$ cat config.mk
export PLATFORM = sky130hd
export DESIGN_NAME = e2q_fifo
export DESIGN_NICKNAME = d
export VERILOG_FILES = /design/src/rtl/euler_to_quaternion_defines.svh /design/src/rtl/e2q_fifo.sv
export SDC_FILE = /design/constraint.sdc
export NUM_CORES = 1
export LEC_CHECK = 0
export CAP_MARGIN = 20
export CORE_MARGIN = 4
export CORE_UTILIZATION = 30
export CTS_CLUSTER_DIAMETER = 100
export DETAILED_ROUTE_END_ITERATION = 12
export DONT_BUFFER_PORTS = 1
export PLACE_DENSITY = 0.52
export SLEW_MARGIN = 40
export SYNTH_ARGS = -nofsm -noshare
export SYNTH_HDL_FRONTEND = slang
export SYNTH_SLANG_ARGS = --single-unit
export TNS_END_PERCENT = 5
$ cat constraint.sdc
create_clock -name clk -period 1.6 [get_ports clk]
set_input_delay 0.32 -clock clk [delete_from_list [all_inputs] [get_ports clk]]
set_output_delay 0.32 -clock clk [all_outputs]
set_load 0.1 [all_outputs]
$ cat src/rtl/euler_to_quaternion_defines.svh
// ---------------------------------------------------------------------------
// Assertion macros for the euler_to_quaternion block
// Shared helpers for concurrent checks
// ---------------------------------------------------------------------------
`ifndef EULER_TO_QUATERNION_DEFINES_SVH
`define EULER_TO_QUATERNION_DEFINES_SVH
// assert that a implies b at the same edge
`define E2Q_ASSERT_IMP(label, a, b) \
    label: assert property (@(posedge clk) disable iff (!rst_n) (a) |-> (b)) \
        else $error("assertion failed");
// assert that a implies b at the next edge
`define E2Q_ASSERT_NEXT(label, a, b) \
    label: assert property (@(posedge clk) disable iff (!rst_n) (a) |=> (b)) \
        else $error("assertion failed");
`endif

$ cat src/rtl/e2q_fifo.sv
// ---------------------------------------------------------------------------
// e2q_fifo
// Short queue between front and back
// ---------------------------------------------------------------------------
module e2q_fifo #(
    parameter int W = 8,
    parameter int D = 4
) (
    input  logic clk,
    input  logic rst_n,
    input  logic wr,
    input  logic [W-1:0] wdata,
    input  logic rd,
    output logic [W-1:0] rdata,
    output logic empty,
    output logic [$clog2(D+1)-1:0] count
);
    localparam int AW = $clog2(D);
    logic [W-1:0] mem_reg [0:D-1];
    logic [AW-1:0] wp_reg, rp_reg;
    logic [$clog2(D+1)-1:0] cnt_reg;

    always_ff @(posedge clk or negedge rst_n)
    begin
        if (!rst_n)
        begin
            wp_reg  <= '0;
            rp_reg  <= '0;
            cnt_reg <= '0;
        end
        else
        begin
            if (wr)
                wp_reg <= (wp_reg == AW'(D-1)) ? '0 : wp_reg + 1'b1;
            if (rd)
                rp_reg <= (rp_reg == AW'(D-1)) ? '0 : rp_reg + 1'b1;
            cnt_reg <= cnt_reg + (wr ? 1'b1 : 1'b0) - (rd ? 1'b1 : 1'b0);
        end
    end
    always_ff @(posedge clk)
    begin
        if (wr)
            mem_reg[wp_reg] <= wdata;
    end
    assign rdata = mem_reg[rp_reg];
    assign empty = (cnt_reg == '0);
    assign count = cnt_reg;
endmodule

==> results.txt <==
The run finished, with violations left. The final reports fail on negative setup slack. The critical hold path startpoint is wdata[5]. The total of fill cells in the finished design is 461.

The number of input and output port buffers inserted came out at 0. The count of endpoints failing hold in the final timing report is 0. The buffer depth of the longest clock path is 2. The clock reaches the later pin of the worst-skew pair after 280 ps.

By area the synthesized netlist is led by edfxtp_1 62%, mux4_2 12%, dfrtp_1 11%. The hold-critical path endpoint is mem_reg[1][5]$_DFFE_PP_. The net count after synthesis came out at 97.

The clock sink total is 39. The number of buffers and inverters on the critical path is 2. The length of the first detailed-routing pass in iterations came out at 4. The detailed router finished its first iteration with 40 violations. Clock-pin slew was measured on the worst setup and hold paths at 70 ps.

Between clock sinks in the finished design, the worst skew comes to 7.37 ps. The worst setup path is captured at a primary output. The number of flip-flops under the largest register name is 32. Once detail routing completed, the nets flagged for antenna violations numbered 0. The commonest non-fill, non-tap cell in the layout is edfxtp_1. The floorplan step defined a core boundary enclosing 4880 µm². After synthesis the netlist holds a flip-flop and latch count of 39. The count of warnings emitted by yosys came out at 0. The final layout contains routed wiring with a total length of 2660 µm. The tightest hold margin came out at 128 ps. The post-route cell area came out at 2050 µm². Counting instances, the worst hold path has a depth of 0.

In this run the register-to-register setup slack is -110 ps. The sequential cell area fraction in the yosys report is 72.9%. Setup violations remaining at the end of the flow were counted as 11. The area of placed instances came out at 1910 µm². Excluding fillers, the count of instances in the completed layout stands at 172. The min-delay analysis places its worst path in the category input pin to flip-flop. The average footprint of a synthesized cell came out at 20.2 µm². STA classifies the critical path startpoint as a flip-flop. The wire length of the first global-routing pass came out at 4330 µm. The number of placement rows came out at 25. The top fanout value on the critical path is 5. The endpoint identified for the worst register-to-register timing path is count[2]$_DFF_PN0_. In the final layout, flip-flops and latches occupy 1140 µm². The highest layer touched by signal routing is met4. The largest net degree at the start of global routing came out at 13.

The cell at the root of the clock tree is clkbuf_8. The die is 80.1 µm wide. The share of the synthesized area in the top cell type came out at 61.6%.

The synthesized netlist contains 16 unique library cells. The number of buffers added by the clock tree synthesis step is 5. The final estimated routing congestion in global placement is 0.724.

The synthesis-to-finish area growth came out at 31.7%. The CTS H-tree depth is 2. The number of antenna violations at the first check in global routing came out at 0. The total global routing track utilization came out at 9.44%. The synthesized netlist occupies a cell area of 1560 µm². The total of max-cap violations is 0. The cell family contributing the most delay on the critical path is multiplexers. The data arrival time at the worst-slack endpoint is 1560 ps. Setup repair after global routing could not meet its margin everywhere. The slew of the pin with the lowest slew margin is 465 ps. The total half-perimeter wirelength after legalization and detailed placement is 1920 µm.

For the worst flop-to-flop path, the logic depth is 8. The critical path goes through buf_6 -> mux4_2 -> buf_12. In this run the worst setup path begins at rp_reg[0]$_DFFE_PN0P_. The starting density of the core came out at 31.9%. Headroom to the max-slew limit came out at 69.0%. The post-layout minimum cycle time is 1880 ps. The number of antenna cells inserted came out at 0.

Synthesis produced 77 cells. The setup path with the least slack is of type flip-flop to primary output. The highest clock rate came out at 0.533 GHz. The detailed-routed wire length on met3 is 198 µm. The number of placed instances, taps included is 162. The I/O pin count is 24. The count of pins over their slew limit came out at 0. The die covers 6410 µm². The detailed-route vias per instance came out at 4.33. In the routed design, unresolved DRC markers number 0. The share of the clock period used by the worst path is 117%. Measured along the y axis, the die boundary spans 80.1 µm.

The origin of the critical flop-to-flop path is count[0]$_DFF_PN0_. The final routed wire length divided by cell count came out at 15.4 µm. The data required time of the critical path came out at 1280 ps. In the layout the commonest cells are 32 x edfxtp_1, 9 x buf_12, 9 x buf_4, 8 x mux4_2, 7 x ha_1. In the detailed route, the total length drawn on met2 is 1400 µm. The vias after detailed routing is 744. The cell with the biggest individual delay on the critical path is mux4_2. Summed over all instances, the cell type with the most area after synthesis is edfxtp_1.

After detailed routing, the wire length on met1 is 1020 µm. The via count of the first global-routing pass is 809. The net count of the finished layout came out at 124. TritonCTS built the clock tree. The setup slack after layout is -277 ps. In the final layout, the share of cells above drive strength 1 is 42.9%. The delay of the slowest cell on the worst path came out at 540 ps. In the final layout, the multi-input gates occupy 405 µm². The remaining global-route overflow is 0.
[synthesized netlist by cell type (all sizes together)]
master / number
o21ai: 2
nor2: 1
ha: 7
dfrtp: 7
or3b: 1
mux2: 2
nand2: 1
buf: 2
inv: 6
xnor2: 2
nor3: 1
and2: 4
mux4: 8
fa: 1
edfxtp: 32
[stage by stage]
stage / setup TNS (ps) / setup slack (ps) / util [%]
final: -2260 / -277 / 42.1
after global routing: -2990 / -340 / 42.1
after CTS: -2550 / -302 / 41.9
after detailed placement: -119 / -119 / 39.1
after global placement: -49.3 / -49.3 / 39.1
after floorplan: -669 / -278 / -
[final cells by class]
| type | instances | share of cell area, % |
|---|---|---|
| clock buffers | 5 | 3.35 |
| clock inverters | 3 | 1.89 |
| inverters | 6 | 1.10 |
| multi-input cells | 30 | 19.7 |
| flip-flops and latches | 39 | 55.6 |
| well taps | 67 | 4.08 |
| repair buffers | 22 | 14.2 |
[what timing repair did]
action / 4_1_cts / 5_1_grt
hold buffers: 1 / 0
setup endpoints to repair: 11 / 11
endpoints found under the hold margin: 7 / 0
resized for setup: 4 / 0
setup buffers: 0 / 1
pin swaps: 1 / 1
[cell families (layout without fill, tap and decap cells)]
| kind of cell | count (synthesis) | in the layout | synth area share [%] |
|---|---|---|---|
| compound gates | 2 | 2 | 0.642 |
| xor+xnor | 2 | 2 | 1.12 |
| fa+ha+maj | 8 | 8 | 6.90 |
| buf+inv | 8 | 36 | 2.49 |
| flops | 39 | 39 | 72.9 |
| mux | 10 | 10 | 13.0 |
| simple gates | 8 | 8 | 2.97 |
[worst register-to-register path: stages (launching register included)]
cell and delay [ps]:
dfrtp_4 480, inv_2 50, ha_1 210, inv_1 60
ha_1 120, inv_1 50, fa_2 360, xnor2_2 150
xnor2_1 120
[per-layer routing]
metal  vias to the layer above  GRT usage, %
met5                         -             0
met4                         0          4.05
met3                         5          4.48
met2                        16          15.2
met1                       380          10.6
li1                        343             -
[worst max path at each step]
stage / end / slack (ps) / depth (start not counted)
after global placement: count[2]$_DFF_PN0_ / -50 / 8
after floorplan: count[2]$_DFF_PN0_ / -280 / 8
after detailed placement: count[2]$_DFF_PN0_ / -120 / 8
after global routing: rdata[7] / -340 / 3
after CTS: rdata[1] / -300 / 3
final: rdata[5] / -280 / 3
Power is not shown: default switching activity piles up to over one toggle a cycle in this logic, so the estimate is an artifact.
